==> src/hdl/isfp_pkg.sv <==
// shared types and constants for the imu serial frame parser
package isfp_pkg;

    // frame layout
    localparam int          FRAME_BYTES      = 11;
    localparam int          FRAMES_PER_GROUP = 4;
    localparam int          POS_W            = $clog2(FRAME_BYTES);
    localparam logic [POS_W-1:0] POS_SYNC    = POS_W'(0);
    localparam logic [POS_W-1:0] POS_TYPE    = POS_W'(1);
    localparam logic [POS_W-1:0] POS_PAY_LO  = POS_W'(2);
    localparam logic [POS_W-1:0] POS_PAY_HI  = POS_W'(7);
    localparam logic [POS_W-1:0] POS_CSUM    = POS_W'(FRAME_BYTES - 1);
    localparam int          PAY_STORED       = 6;

    // byte codes
    localparam logic [7:0]  SYNC_BYTE   = 8'h55;
    localparam logic [7:0]  TYPE_FIRST  = 8'h51;
    localparam logic [7:0]  TYPE_LAST   = 8'h54;

    // status codes
    localparam logic [2:0]  ST_OK   = 3'd0;
    localparam logic [2:0]  ST_CSUM = 3'd1;
    localparam logic [2:0]  ST_TYPE = 3'd2;
    localparam logic [2:0]  ST_SYNC = 3'd3;
    localparam logic [2:0]  ST_DUP  = 3'd4;

    // result queue
    localparam int          QUEUE_DEPTH = 2;

    // one result item
    typedef struct packed {
        logic [1:0]         kind;
        logic signed [15:0] value_x;
        logic signed [15:0] value_y;
        logic signed [15:0] value_z;
        logic [2:0]         status;
    } t_result;

    // queue status toward the input handshake and the back part
    typedef struct packed {
        logic full;
        logic valid;
    } t_queue_stat;

endpackage

==> src/hdl/isfp_front.sv <==
// front part: byte tracking, checksum accumulation and frame classification
module isfp_front
    import isfp_pkg::*;
#(
    parameter int P_FRAMES_PER_GROUP = FRAMES_PER_GROUP
) (
    input  logic       i_clk,
    input  logic       i_rst_n,
    input  logic       i_fire,
    input  logic [7:0] i_rx_byte,
    input  logic       i_group_start,
    output logic       o_push,
    output t_result    o_result
);

    localparam int FRM_W = $clog2(P_FRAMES_PER_GROUP + 1);

    logic [POS_W-1:0] r_pos, n_pos;
    logic [FRM_W-1:0] r_frm, n_frm;
    logic             r_abandon, n_abandon;
    logic [3:0]       r_seen, n_seen;
    logic [7:0]       r_sum, n_sum;
    logic [7:0]       r_type, n_type;
    logic [7:0]       r_pay [PAY_STORED];

    logic [POS_W-1:0] pos_e;
    logic [FRM_W-1:0] frm_inc;
    logic [1:0]       kind_k;
    logic             pay_we;
    logic [2:0]       pay_idx;
    logic             push;
    t_result          res;

    // group start clears the per-group state before the byte is parsed
    always_comb begin
        pos_e     = i_group_start ? '0 : r_pos;
        n_pos     = pos_e;
        n_frm     = i_group_start ? '0 : r_frm;
        n_abandon = i_group_start ? 1'b0 : r_abandon;
        n_seen    = i_group_start ? '0 : r_seen;
        n_sum     = i_group_start ? '0 : r_sum;
        n_type    = r_type;
        frm_inc   = n_frm + FRM_W'(1);
        kind_k    = 2'(r_type - TYPE_FIRST);
        pay_we    = 1'b0;
        pay_idx   = 3'(pos_e - POS_PAY_LO);
        push      = 1'b0;
        res       = '0;
        if (!n_abandon) begin
            if (pos_e >= POS_CSUM) begin
                // end of frame
                push = 1'b1;
                if (r_type < TYPE_FIRST || r_type > TYPE_LAST) begin
                    res.status = ST_TYPE;
                end else begin
                    res.kind = kind_k;
                    if (n_seen[kind_k]) begin
                        res.status = ST_DUP;
                    end else begin
                        n_seen[kind_k] = 1'b1;
                        if (n_sum == i_rx_byte) begin
                            res.status  = ST_OK;
                            res.value_x = {r_pay[1], r_pay[0]};
                            res.value_y = {r_pay[3], r_pay[2]};
                            res.value_z = {r_pay[5], r_pay[4]};
                        end else begin
                            res.status = ST_CSUM;
                        end
                    end
                end
                n_pos = '0;
                n_sum = '0;
                n_frm = frm_inc;
                if (frm_inc >= FRM_W'(P_FRAMES_PER_GROUP)) begin
                    n_abandon = 1'b1;
                end
            end else if (pos_e == POS_SYNC && i_rx_byte != SYNC_BYTE) begin
                // bad sync drops the rest of the group
                push       = 1'b1;
                res.status = ST_SYNC;
                n_abandon  = 1'b1;
            end else begin
                if (pos_e == POS_TYPE) begin
                    n_type = i_rx_byte;
                end else if (pos_e >= POS_PAY_LO && pos_e <= POS_PAY_HI) begin
                    pay_we = 1'b1;
                end
                n_sum = r_sum + i_rx_byte;
                if (i_group_start) begin
                    n_sum = i_rx_byte;
                end
                n_pos = pos_e + POS_W'(1);
            end
        end
    end

    // control state
    always_ff @(posedge i_clk) begin
        if (!i_rst_n) begin
            r_pos     <= '0;
            r_frm     <= '0;
            r_abandon <= 1'b0;
            r_seen    <= '0;
            r_sum     <= '0;
            r_type    <= '0;
        end else if (i_fire) begin
            r_pos     <= n_pos;
            r_frm     <= n_frm;
            r_abandon <= n_abandon;
            r_seen    <= n_seen;
            r_sum     <= n_sum;
            r_type    <= n_type;
        end
    end

    // sample bytes
    always_ff @(posedge i_clk) begin
        if (i_fire && pay_we) begin
            r_pay[pay_idx] <= i_rx_byte;
        end
    end

    assign o_push   = i_fire && push;
    assign o_result = res;

endmodule

==> src/hdl/isfp_queue.sv <==
// short result queue between the front and back parts
module isfp_queue
    import isfp_pkg::*;
(
    input  logic        i_clk,
    input  logic        i_rst_n,
    input  logic        i_push,
    input  t_result     i_result,
    input  logic        i_pop,
    output t_result     o_result,
    output t_queue_stat o_stat
);

    localparam int PTR_W = $clog2(QUEUE_DEPTH);
    localparam int CNT_W = $clog2(QUEUE_DEPTH + 1);

    t_result          r_mem [QUEUE_DEPTH];
    logic [PTR_W-1:0] r_wr_ptr;
    logic [PTR_W-1:0] r_rd_ptr;
    logic [CNT_W-1:0] r_count;

    // pointers and fill count
    always_ff @(posedge i_clk) begin
        if (!i_rst_n) begin
            r_wr_ptr <= '0;
            r_rd_ptr <= '0;
            r_count  <= '0;
        end else begin
            if (i_push) begin
                r_wr_ptr <= (r_wr_ptr == PTR_W'(QUEUE_DEPTH - 1)) ? '0 : r_wr_ptr + PTR_W'(1);
            end
            if (i_pop) begin
                r_rd_ptr <= (r_rd_ptr == PTR_W'(QUEUE_DEPTH - 1)) ? '0 : r_rd_ptr + PTR_W'(1);
            end
            if (i_push && !i_pop) begin
                r_count <= r_count + CNT_W'(1);
            end else if (!i_push && i_pop) begin
                r_count <= r_count - CNT_W'(1);
            end
        end
    end

    // entry storage
    always_ff @(posedge i_clk) begin
        if (i_push) begin
            r_mem[r_wr_ptr] <= i_result;
        end
    end

    assign o_result     = r_mem[r_rd_ptr];
    assign o_stat.full  = (r_count == CNT_W'(QUEUE_DEPTH));
    assign o_stat.valid = (r_count != '0);

endmodule

==> src/hdl/isfp_back.sv <==
// back part: output register that presents result items to the receiver
module isfp_back
    import isfp_pkg::*;
(
    input  logic        i_clk,
    input  logic        i_rst_n,
    input  t_queue_stat i_stat,
    input  t_result     i_result,
    output logic        o_pop,
    input  logic        i_ready,
    output logic        o_valid,
    output t_result     o_result
);

    logic    r_valid;
    t_result r_out;
    logic    load;

    // refill whenever the register is empty or being taken
    assign load  = i_stat.valid && (!r_valid || i_ready);
    assign o_pop = load;

    always_ff @(posedge i_clk) begin
        if (!i_rst_n) begin
            r_valid <= 1'b0;
        end else if (load) begin
            r_valid <= 1'b1;
        end else if (i_ready) begin
            r_valid <= 1'b0;
        end
    end

    always_ff @(posedge i_clk) begin
        if (load) begin
            r_out <= i_result;
        end
    end

    assign o_valid  = r_valid;
    assign o_result = r_out;

endmodule

==> src/hdl/imu_serial_frame_parser_core.sv <==
// top level of the imu serial frame parser
//
// Input channel: one serial byte per item (i_rx_byte) with i_group_start
// marking the first byte of a group of frames; valid/ready handshake.
// Output channel: one result item per frame end or bad sync byte, giving
// kind, three raw signed 16-bit samples and a status; valid/ready.
// Throughput: one byte per cycle while o_ready is high. Bytes that neither
// end a frame nor break sync give no item.
// The queue is written at the edge that accepts the byte ending a frame;
// the back part then loads the output register, which drives o_valid,
// as soon as that register is empty or being taken.
// Stall: the two-entry queue plus the output register absorb results
// while i_ready is low; o_ready drops only when the queue is full.
// Reset: synchronous, active low; clears the frame counters, checksum,
// seen-kind flags, the queue and the output valid. Bytes arriving after
// reset without a group start are parsed as the start of a group.
module imu_serial_frame_parser_core
    import isfp_pkg::*;
#(
    parameter int P_FRAMES_PER_GROUP = FRAMES_PER_GROUP
) (
    input  logic               i_clk,
    input  logic               i_rst_n,
    input  logic               i_valid,
    output logic               o_ready,
    input  logic [7:0]         i_rx_byte,
    input  logic               i_group_start,
    output logic               o_valid,
    input  logic               i_ready,
    output logic [1:0]         o_kind,
    output logic signed [15:0] o_value_x,
    output logic signed [15:0] o_value_y,
    output logic signed [15:0] o_value_z,
    output logic [2:0]         o_status
);

    t_queue_stat q_stat;
    t_result     front_res;
    t_result     q_res;
    t_result     out_res;
    logic        fire;
    logic        push;
    logic        pop;

    assign o_ready = !q_stat.full;
    assign fire    = i_valid && o_ready;

    // front part
    isfp_front #(
        .P_FRAMES_PER_GROUP (P_FRAMES_PER_GROUP)
    ) u_front (
        .i_clk         (i_clk),
        .i_rst_n       (i_rst_n),
        .i_fire        (fire),
        .i_rx_byte     (i_rx_byte),
        .i_group_start (i_group_start),
        .o_push        (push),
        .o_result      (front_res)
    );

    // queue between the parts
    isfp_queue u_queue (
        .i_clk    (i_clk),
        .i_rst_n  (i_rst_n),
        .i_push   (push),
        .i_result (front_res),
        .i_pop    (pop),
        .o_result (q_res),
        .o_stat   (q_stat)
    );

    // back part
    isfp_back u_back (
        .i_clk    (i_clk),
        .i_rst_n  (i_rst_n),
        .i_stat   (q_stat),
        .i_result (q_res),
        .o_pop    (pop),
        .i_ready  (i_ready),
        .o_valid  (o_valid),
        .o_result (out_res)
    );

    assign o_kind    = out_res.kind;
    assign o_value_x = out_res.value_x;
    assign o_value_y = out_res.value_y;
    assign o_value_z = out_res.value_z;
    assign o_status  = out_res.status;

endmodule

==> config.mk <==
export PLATFORM = sky130hd
export DESIGN_NAME = imu_serial_frame_parser_core
export DESIGN_NICKNAME = d
export VERILOG_FILES = /design/src/hdl/isfp_pkg.sv /design/src/hdl/isfp_front.sv /design/src/hdl/isfp_queue.sv /design/src/hdl/isfp_back.sv /design/src/hdl/imu_serial_frame_parser_core.sv
export SDC_FILE = /design/constraint.sdc
export NUM_CORES = 1
export LEC_CHECK = 0
export BUFFER_PORTS_ARGS = -buffer_cell sky130_fd_sc_hd__buf_2
export CAP_MARGIN = 20
export CORE_MARGIN = 2
export CORE_UTILIZATION = 50
export CTS_CLUSTER_DIAMETER = 150
export DETAILED_ROUTE_END_ITERATION = 7
export GPL_ROUTABILITY_DRIVEN = 0
export PLACE_DENSITY = 0.68
export SLEW_MARGIN = 20
export SYNTH_ARGS = -nofsm -noshare
export SYNTH_HDL_FRONTEND = slang
export SYNTH_SLANG_ARGS = --single-unit
export TNS_END_PERCENT = 30
==> constraint.sdc <==
create_clock -name i_clk -period 7.4 [get_ports i_clk]
set_input_delay 0 -clock i_clk [delete_from_list [all_inputs] [get_ports i_clk]]
set_output_delay 0 -clock i_clk [all_outputs]
set_load 0.01 [all_outputs]
==> metrics.md, run 1 <==
| Metric | Value |
|---|---|
| Inst Count DP | `984` |
| Final Non-Filler Cells | `1042` |
| CTS buffer count | `25` |
| Proportion of synthesized area in mux cells | `0.0725` |
| Hold Path End | `u_front.r_sum[3]` |
| Hold path startpoint | `i_group_start` |
| Relative slew slack | `0.299` |
| Die Wd | `144 um` |
| Commonest non-fill, non-tap cell in the layout | `edfxtp_1` |
| Dpl hpwl | `10900 um` |
| Adder-cell share of the synthesized area | `0.0238` |
| Root Buffer | `clkbuf_16` |
| Synth unique cells | `66` |
| Hold Crit Class | `in2reg` |
| Final hold viol count | `0` |
| Max Freq | `0.304 GHz` |
| Die H | `144 um` |
| Worst vdd ir | `293 uV` |
| IO Count | `68` |
| CTS Sinks | `240` |
| Initial DRC count | `410` |
| Htree depth | `1` |
| Global-route wire length before repair | `29500 um` |
| Sequential share of the synthesized area | `0.702` |
| Layout overhead on the synthesized area | `16.1%` |
| Worst setup path class | `reg2reg` |
| Outcome | `complete, no violations` |
| Grt ovf | `0` |
| Full die area | `20700 um2` |
| Simple-gate share of the synthesized area | `0.0948` |
| Worst-path maximum fanout | `11` |
| DRC viols | `0` |
| Finish-stage setup viols | `0` |
| Setup bufs post-CTS | `0` |
| Post-synth EDFFs | `207` |
| Critical Path RT | `7.53 ns` |
| Final min period | `3.29 ns` |
| Final ANT Viol Nets | `0` |
| Reg2reg start | `u_front.r_pos[0]` |
| Worst-Margin Slew | `1.04 ns` |
| Seq cells post-synth | `240` |
| DRT Wirelength | `18300 um` |
| CP arrival | `3.42 ns` |
| Main synth FF type | `edfxtp_1` |
| Antenna fix cells | `0` |
| Commonest cells after routing, fill and taps aside | `edfxtp_1, buf_2, inv_1` |
| GR Util All Layers | `0.183` |
| Xor and xnor area share after synthesis | `0.00983` |
| Vias | `5726` |
| Mapped Cells | `678` |
| Reg2Reg Depth | `7` |
| Final Max Tran Viols | `0` |
| Initial core utilization | `0.507` |
| Crit path launch type | `register` |
| Register-to-Register Setup Slack | `4.11 ns` |
| CP endpoint kind | `register` |
| Clock slew at reported path FFs | `0.06 ns` |
| CTS tree | `done` |
| Rows | `51` |
| RSZ-0062 raised after global routing | `false` |
| # fillers | `1514` |
| Syn_nets | `709` |
| Hold path cells | `5` |
| Period utilisation layout | `0.444` |
| Core Box Area | `19300 um2` |
| Main combinational cell family by area after synthesis | `simple AND/OR/NAND/NOR gates` |
| Maxcap violations | `0` |
| Ys async rst share | `0` |
| Hold Slack | `0.218 ns` |
| Avg Inst Size Synth | `14.5 um2` |
| Syn Std Cell Area | `9800 um2` |
| Share of cells above drive strength 1 | `0.225` |
| Initial antenna violation count | `0` |
| Largest net degree at the start of global routing | `56` |
| Synth Area in Compound Gates | `0.0563` |
| Setup TNS | `0 ns` |
| LEAKAGE | `4.19 nW` |
| Layout Skew | `0.0219 ns` |
| Drt first pass iters | `6` |
| Layout Nets | `789` |
| Skew-Pair Late Insertion Delay | `0.52 ns` |
| WL per Instance | `17.5 um` |
| CTS max path bufs | `3` |
| Synth warnings | `0` |
| Footprint of the multi-input gates | `2530 um2` |
| Power Density | `335 nW/um2` |
| Storage element area | `6880 um2` |
| IO buf count | `67` |
| Vias in the first global route | `5788` |
| Vias per cell | `5.50` |
| RR Endpoint | `u_front.r_pay[0][2]` |
-- critical path, stage by stage, from the launching register on --
cell,delay (ns)
dfxtp_1,0.45
nand2b_1,0.18
ha_1,0.22
nor3_1,0.27
nand3b_1,0.41
and3_1,0.43
nand2_1,0.12
nor3_1,0.81
-- logic make-up after synthesis --
| family | count (synthesis) |
|---|---|
| flip-flops | 240 |
| AND/OR/NAND/NOR | 174 |
| adder cells (fa/ha/maj) | 18 |
| multiplexers | 63 |
| AO/OA/AOI/OAI | 80 |
| buffers and inverters | 92 |
| XOR/XNOR | 11 |
-- metal layers --
layer	track usage	routed length, um
met5	0	0
met4	0.0660	445
met1	0.244	7920
met3	0.0281	1080
met2	0.306	8830
-- sequential cells by signal, summed over array words and instances, names as in the netlist --
signal	flops
u_queue.r_mem	106
u_back.o_result	53
u_front.r_pay	48
u_front.r_sum	8
u_front.r_type	8
u_front.r_pos	4
u_front.r_seen	4
u_front.r_frm	3
u_queue.r_count	2
u_back.o_valid	1
u_front.r_abandon	1
u_queue.r_rd_ptr	1
u_queue.r_wr_ptr	1
-- synth_stat cells (2+ instances only) --
cell         n  area (um2)
o211ai_1     2        15.0
a31oi_1      5        31.3
nand3b_1     2        15.0
nor4b_1      2        17.5
o22ai_1      3        18.8
nor3b_1      2        15.0
nor4bb_1     5        50.1
o221ai_1     2        17.5
nand2b_1     3        18.8
mux2i_1      8        80.1
xnor2_1      7        61.3
nor3_1      58         290
ha_1        17         213
nor2_1      39         146
o2111ai_1    2        17.5
and4_1       3        26.3
and3_1       5        31.3
o21ai_0     12        60.1
nand4_1      2        12.5
buf_2        6        30.0
buf_1        5        18.8
mux2_2      54         608
a21oi_1     17        85.1
a211oi_1     6        45.0
nand3_1      3        15.0
dfxtp_1     33         661
a21o_1       5        37.5
a22o_1       2        17.5
a22oi_1      2        15.0
clkbuf_1    16        60.1
edfxtp_1   207        6220
nor4_1       6        37.5
o32ai_1      3        26.3
xor2_1       4        35.0
inv_1       59         221
and2_1       3        18.8
nand2_1     20        75.1
o31ai_1      4        30.0
or3_1        4        25.0
a2bb2oi_1    4        35.0
nand4bb_1    2        22.5
nor2b_1      6        37.5
buf_6        5        56.3
-- worst max path at each step --
stage / start / end / slack, ns / cells after the start
CTS: u_front.r_pos[0] / u_front.r_pay[4][5] / 4.09 / 7
global route: u_front.r_pos[0] / u_front.r_seen[2] / 3.80 / 8
finish: u_front.r_pos[0] / u_front.r_pay[0][2] / 4.11 / 7
detailed placement: i_group_start / u_front.r_pay[4][1] / 3.88 / 8
global placement: i_group_start / u_front.r_pay[4][3] / 4.12 / 8
floorplan: i_group_start / u_queue.r_mem[0][0] / 1.71 / 10
-- timing repair --
action,in CTS,in global routing
endpoints found under the hold margin,63,0
gates resized for setup,0,0
hold buffers,11,0
-- power by group --
group	leakage [nW]	internal [W]	total (W)	switching, W
logic	1.53	0.000237	0.000605	0.000368
registers	2.22	0.00178	0.00184	0.0000614
clock network	0.437	0.000866	0.00136	0.000493
total	4.19	0.00288	0.00381	0.000922
-- layout make-up --
| class | count | share of cell area |
|---|---|---|
| Tap cell | 265 | 0.0292 |
| Clock buffer | 30 | 0.0567 |
| Timing Repair Buffer | 86 | 0.0442 |
| Inverter | 59 | 0.0195 |
| Sequential cell | 240 | 0.605 |
| Clock inverter | 16 | 0.0229 |
| Multi-Input combinational cell | 346 | 0.223 |
-- stage by stage --
step | total power, W | setup WS, ns | utilization | instance area, um2
6_report | 0.00381 | 4.11 | 0.588 | 11400
5_1_grt | 0.00397 | 3.80 | 0.588 | 11400
4_1_cts | 0.00385 | 4.09 | 0.588 | 11400
3_5_place_dp | 0.00249 | 3.88 | 0.535 | 10400
3_3_place_gp | 0.00246 | 4.12 | 0.535 | 10400
2_1_floorplan | 0.00225 | 1.71 | - | 9800
Power figures use the tool's default switching activity.
==> run 2: changes to the inputs <==
--- a/config.mk
+++ b/config.mk
@@ -12,7 +12,7 @@
 export CTS_CLUSTER_DIAMETER = 150
 export DETAILED_ROUTE_END_ITERATION = 7
 export GPL_ROUTABILITY_DRIVEN = 0
-export PLACE_DENSITY = 0.68
+export PLACE_DENSITY = 0.71
 export SLEW_MARGIN = 20
 export SYNTH_ARGS = -nofsm -noshare
 export SYNTH_HDL_FRONTEND = slang
==> constraint.sdc (replaced) <==
create_clock -name i_clk -period 2.95 [get_ports i_clk]
set_input_delay 0 -clock i_clk [delete_from_list [all_inputs] [get_ports i_clk]]
set_output_delay 0 -clock i_clk [all_outputs]
set_load 0.01 [all_outputs]
==> run 2 against run 1 <==
Utilization rose by 0.28 points. Register-to-register slack got worse by 4.0 ns. Critical endpoint is now u_queue.r_mem[1][35]. Sequential power rose to 2.5 times the previous value. Clock skew fell by 0.0056 ns. Critical path depth did not move. Non-clock buffer count rose by 12. Worst hold slack got worse by 0.16 ns. Count of clock-buffer cells in the layout rose by 6. Die area did not move. Total power rose by 140%.
==> metrics.md, run 2 (synthesis results as in run 1) <==
| Metric | Value |
|---|---|
| Layout Skew | `0.0163 ns` |
| Maxcap violations | `0` |
| Global-route wire length before repair | `29000 um` |
| DRT Wirelength | `18700 um` |
| Setup bufs post-CTS | `0` |
| CTS tree | `done` |
| Vias per cell | `5.45` |
| Register-to-Register Setup Slack | `0.15 ns` |
| Final Max Tran Viols | `0` |
| Layout overhead on the synthesized area | `16.6%` |
| Finish-stage setup viols | `0` |
| Commonest cells after routing, fill and taps aside | `edfxtp_1, buf_2, inv_1` |
| Switching power total | `0.00231 W` |
| Combinational Power Share | `0.171` |
| Antenna fix cells | `0` |
| Sequential power share | `0.509` |
| Clock slew at reported path FFs | `0.06 ns` |
| WL per Instance | `17.7 um` |
| Dpl hpwl | `11400 um` |
| IO buf count | `67` |
| Final min period | `2.80 ns` |
| Die H | `144 um` |
| Worst vdd ir | `602 uV` |
| Critical Path RT | `3.26 ns` |
| Reg2Reg Depth | `7` |
| Period utilisation layout | `0.948` |
| # fillers | `1473` |
| Final Cell Area | `11400 um2` |
| CP arrival | `3.11 ns` |
| Vias in the first global route | `5708` |
| Die Wd | `144 um` |
| Flip-flop count of the largest register after layout | `106` |
| CP endpoint kind | `register` |
| DP Area | `10500 um2` |
| Initial antenna violation count | `0` |
| Share of cells above drive strength 1 | `0.246` |
| Final hold viol count | `0` |
| Grt ovf | `0` |
| Worst-path maximum fanout | `52` |
| CTS max path bufs | `3` |
| Part of the power in the clock network | `0.321` |
| Worst-Margin Slew | `0.985 ns` |
| Crit path launch type | `register` |
| Largest Register | `u_queue.r_mem` |
| Final ANT Viol Nets | `0` |
| RR Endpoint | `u_queue.r_mem[1][35]` |
| Sw frac | `0.254` |
| Full die area | `20700 um2` |
| GR Util All Layers | `0.180` |
| LEAKAGE | `4.21 nW` |
| Rows | `51` |
| Outcome | `complete, no violations` |
| Max Freq | `0.358 GHz` |
| CTS buffer count | `25` |
| Vias | `5736` |
| Worst setup path class | `reg2reg` |
| DRC viols | `0` |
| CP Capture Point | `u_queue.r_mem[1][35]` |
| Hold Crit Class | `in2reg` |
| IO Count | `68` |
| Layout Nets | `801` |
| RSZ-0062 raised after global routing | `false` |
| Critical Path Start | `u_front.r_type[0]` |
| Setup TNS | `0 ns` |
| Hold Slack | `0.0594 ns` |
| Initial DRC count | `495` |
| Core Box Area | `19300 um2` |
| Commonest non-fill, non-tap cell in the layout | `edfxtp_1` |
| CTS Sinks | `240` |
| Largest net degree at the start of global routing | `55` |
| Relative slew slack | `0.342` |
| Internal power | `0.00681 W` |
| Power Density | `799 nW/um2` |
| Reg2reg start | `u_front.r_type[0]` |
| Htree depth | `1` |
| Initial core utilization | `0.507` |
| Skew-Pair Late Insertion Delay | `0.51 ns` |
| Root Buffer | `clkbuf_16` |
| Drt first pass iters | `6` |
-- run 2: cell types whose count changed in the layout (fill, tap and decap cells not counted), sizes merged --
cell and delta:
buf +13, bufinv -7, clkbuf +5, clkinv -2
clkinvlp +2
-- run 2: power groups by stage --
stage	Combinational (W)	Sequential (W)	Clock [W]
finish	0.00156	0.00464	0.00293
global route	0.00169	0.00470	0.00313
CTS	0.00159	0.00465	0.00298
detailed placement	0.00157	0.00472	0
global placement	0.00153	0.00469	0
floorplan	0.000737	0.00489	0
-- run 2: area by class of cell --
| cell class | count | area, um2 | share of cell area |
|---|---|---|---|
| flip-flops and latches | 240 | 6880 | 0.602 |
| multi-input cells | 346 | 2570 | 0.225 |
| clock buffers | 36 | 728 | 0.0637 |
| repair buffers | 98 | 646 | 0.0565 |
| well taps | 265 | 332 | 0.0290 |
| inverters | 59 | 221 | 0.0194 |
| clock inverters | 9 | 53.8 | 0.00471 |
-- run 2: repair_timing --
| item | 4_1_cts | 5_1_grt |
|---|---|---|
| gates resized for setup | 0 | 2 |
| endpoints found under the hold margin | 50 | 3 |
| endpoints found under the setup margin | 0 | 2 |
| hold buffers | 10 | 1 |
-- run 2: worst min-delay path by stage --
stage	from	slack, ns	endpoint	cells after the start
global route	i_valid	0.07	u_front.r_pos[0]	4
detailed placement	i_rst_n	0.40	u_front.r_frm[2]	2
CTS	i_rx_byte[4]	0.005	u_front.r_pay[1][4]	2
global placement	i_ready	0.38	u_back.o_valid	4
finish	i_valid	0.06	u_front.r_pos[1]	4
floorplan	i_rx_byte[0]	0.1	u_front.r_pay[0][0]	0
-- run 2: worst max-delay path: stages, from the launching register on --
cell and delay (ns):
dfxtp_1 0.44, inv_1 0.12, ha_1 0.34, mux4_2 0.53, o21ai_1 0.12, or3b_1 0.37, buf_4 0.30, nor3_1 0.33
-- run 2: layer usage --
| metal | track usage | vias up | part of all wire |
|---|---|---|---|
| met5 | 0 | - | 0 |
| met3 | 0.0285 | 33 | 0.056 |
| met2 | 0.315 | 193 | 0.50 |
| li1 | - | 2711 | - |
| met4 | 0.0562 | 0 | 0.020 |
| met1 | 0.232 | 2799 | 0.43 |
-- run 2: through the flow --
| stage | utilization | instances | worst slack [ns] | total power, W |
|---|---|---|---|---|
| floorplan | - | 678 | -0.143 | 0.00562 |
| global placement | 0.544 | 997 | 0.374 | 0.00621 |
| detailed placement | 0.544 | 997 | 0.210 | 0.00629 |
| CTS | 0.590 | 1052 | 0.191 | 0.00922 |
| global route | 0.591 | 1053 | 0.00615 | 0.00952 |
| finish | 0.591 | 1053 | 0.154 | 0.00913 |
==> run 3: changes to the inputs <==
--- a/config.mk
+++ b/config.mk
@@ -5,14 +5,14 @@
 export SDC_FILE = /design/constraint.sdc
 export NUM_CORES = 1
 export LEC_CHECK = 0
-export BUFFER_PORTS_ARGS = -buffer_cell sky130_fd_sc_hd__buf_2
 export CAP_MARGIN = 20
 export CORE_MARGIN = 2
 export CORE_UTILIZATION = 50
 export CTS_CLUSTER_DIAMETER = 150
 export DETAILED_ROUTE_END_ITERATION = 7
+export DONT_BUFFER_PORTS = 1
 export GPL_ROUTABILITY_DRIVEN = 0
-export PLACE_DENSITY = 0.71
+export PLACE_DENSITY = 0.68
 export SLEW_MARGIN = 20
 export SYNTH_ARGS = -nofsm -noshare
 export SYNTH_HDL_FRONTEND = slang
==> run 3 against run 2 <==
First-iteration DRC count shrank 8.5%. Cell count is 6.8% lower. Total power fell by 3.4%. Worst hold slack lost 0.034 ns. Non-clock buffer count fell by 70. Combinational power shrank 37%. Fmax grew 0.23%. Critical path type unchanged. Largest cell class unchanged.
==> metrics.md, run 3 (synthesis results as in run 1) <==
| Metric | Value |
|---|---|
| Relative slew slack | `0.346` |
| Commonest non-fill, non-tap cell in the layout | `edfxtp_1` |
| Layout Nets | `730` |
| Vias in the first global route | `5358` |
| Vias | `5473` |
| IO buf count | `0` |
| Layout overhead on the synthesized area | `12.6%` |
| Setup bufs post-CTS | `0` |
| Worst-Margin Slew | `0.981 ns` |
| DP Area | `10100 um2` |
| Clock slew at reported path FFs | `0.06 ns` |
| CP endpoint kind | `register` |
| CTS max path bufs | `3` |
| CP arrival | `3.10 ns` |
| Grt ovf | `0` |
| Flip-flop count of the largest register after layout | `106` |
| CTS Sinks | `240` |
| Period utilisation layout | `0.946` |
| Worst-path maximum fanout | `45` |
| Hold Buf Count CTS | `13` |
| Finish-stage setup viols | `0` |
| Reg2Reg Depth | `7` |
| Max Freq | `0.358 GHz` |
| Worst vdd ir | `629 uV` |
| Skew-Pair Late Insertion Delay | `0.51 ns` |
| Vias per cell | `5.58` |
| Crit-path cells | `inv_1 -> ha_1 -> mux4_2 -> o21ai_1 -> or3b_1 -> buf_12 -> nor3_1` |
| Largest net degree at the start of global routing | `55` |
| CP Buf/Inv Count | `2` |
| Storage element area | `6880 um2` |
| Crit path launch type | `register` |
| Root Buffer | `clkbuf_16` |
| DRT Wirelength | `18600 um` |
| Commonest cells after routing, fill and taps aside | `edfxtp_1, inv_1, nor3_1` |
| Outcome | `complete, no violations` |
| Final Max Tran Viols | `0` |
| Cts repair resizes | `0` |
| Final min period | `2.79 ns` |
| Footprint of the multi-input gates | `2560 um2` |
| Dpl hpwl | `10700 um` |
| # fillers | `1527` |
| Full die area | `20700 um2` |
| Drt first pass iters | `5` |
| Largest Register | `u_queue.r_mem` |
| Power Density | `799 nW/um2` |
| Initial antenna violation count | `0` |
| Slowest cell on the critical path | `mux4_2` |
| Initial core utilization | `0.507` |
| Core Box Area | `19300 um2` |
| Die H | `144 um` |
| Setup TNS | `0 ns` |
| DRC viols | `0` |
| IO Count | `68` |
| Antenna fix cells | `0` |
| Initial DRC count | `453` |
| WL per Instance | `19.0 um` |
| Number of cells on the critical path | `7` |
| CTS tree | `done` |
| Final hold viol count | `0` |
| Layout Skew | `0.00903 ns` |
| Worst setup path class | `reg2reg` |
| CTS buffer count | `24` |
| Final ANT Viol Nets | `0` |
| Global-route wire length before repair | `28500 um` |
| Critical Path RT | `3.26 ns` |
| Inst Count DP | `925` |
| Hold Crit Class | `in2reg` |
| Hold path cells | `3` |
| Rows | `51` |
| Slowest stage delay, CP | `0.52 ns` |
| Share of cells above drive strength 1 | `0.165` |
| Fin util | `0.571` |
| LEAKAGE | `3.92 nW` |
| Final Cell Area | `11000 um2` |
| Htree depth | `1` |
| Tot Pwr | `0.00882 W` |
| Die Wd | `144 um` |
| RSZ-0062 raised after global routing | `false` |
| Final Non-Filler Cells | `981` |
| GR Util All Layers | `0.182` |
| Maxcap violations | `0` |
| Crit-path leading delay family | `simple AND/OR/NAND/NOR gates` |
run 3: cell count changes in the layout (fill, tap and decap cells not counted):
cell	delta
bufinv_16	+2
inv_6	-1
clkbuf_1	-1
nor3_2	-2
buf_2	-66
nor3_1	+2
clkinv_1	+2
buf_4	-4
buf_12	-1
dlygate4sd3_1	+1
clkbuf_8	-3
clkbuf_16	-1
run 3: tightest hold or removal path: stages:
cell	delay, ns
o31ai_1	0.24
a311oi_1	0.06
o221ai_1	0.18
run 3: report_power, final:
group	leakage, nW	internal [W]	switching [W]	total, W
Combinational	1.33	0.000389	0.000601	0.000990
Clock	0.370	0.00174	0.00117	0.00292
Sequential	2.22	0.00449	0.000419	0.00491
run 3: layer usage:
metal	vias up	GRT usage	wire length, um
met5	-	0	0
met4	0	0.0733	450
met3	33	0.0387	1100
met2	201	0.311	9380
met1	2676	0.227	7670
li1	2563	-	-
run 3: final timing paths:
kind / from / end / slack [ns]
worst min register to register: u_front.r_frm[1] / u_front.r_frm[1] / 0.49
worst min-delay path: i_group_start / u_front.r_sum[6] / 0.03
worst max-delay path: u_front.r_type[0] / u_queue.r_mem[0][7] / 0.16
worst max register to register: u_front.r_type[0] / u_queue.r_mem[0][7] / 0.16
run 3: cell type report:
class,count,area share
inverters,59,0.0201
flip-flops and latches,240,0.623
repair buffers,28,0.0249
well taps,265,0.0300
clock buffers,31,0.0596
multi-input cells,346,0.232
clock inverters,12,0.0102
run 3: stage by stage:
step	hold slack (ns)	setup WS, ns
floorplan	0.0989	-0.143
global placement	0.101	0.356
detailed placement	0.101	0.198
CTS	0.000891	0.0776
global route	0.0376	0.0175
finish	0.0251	0.160
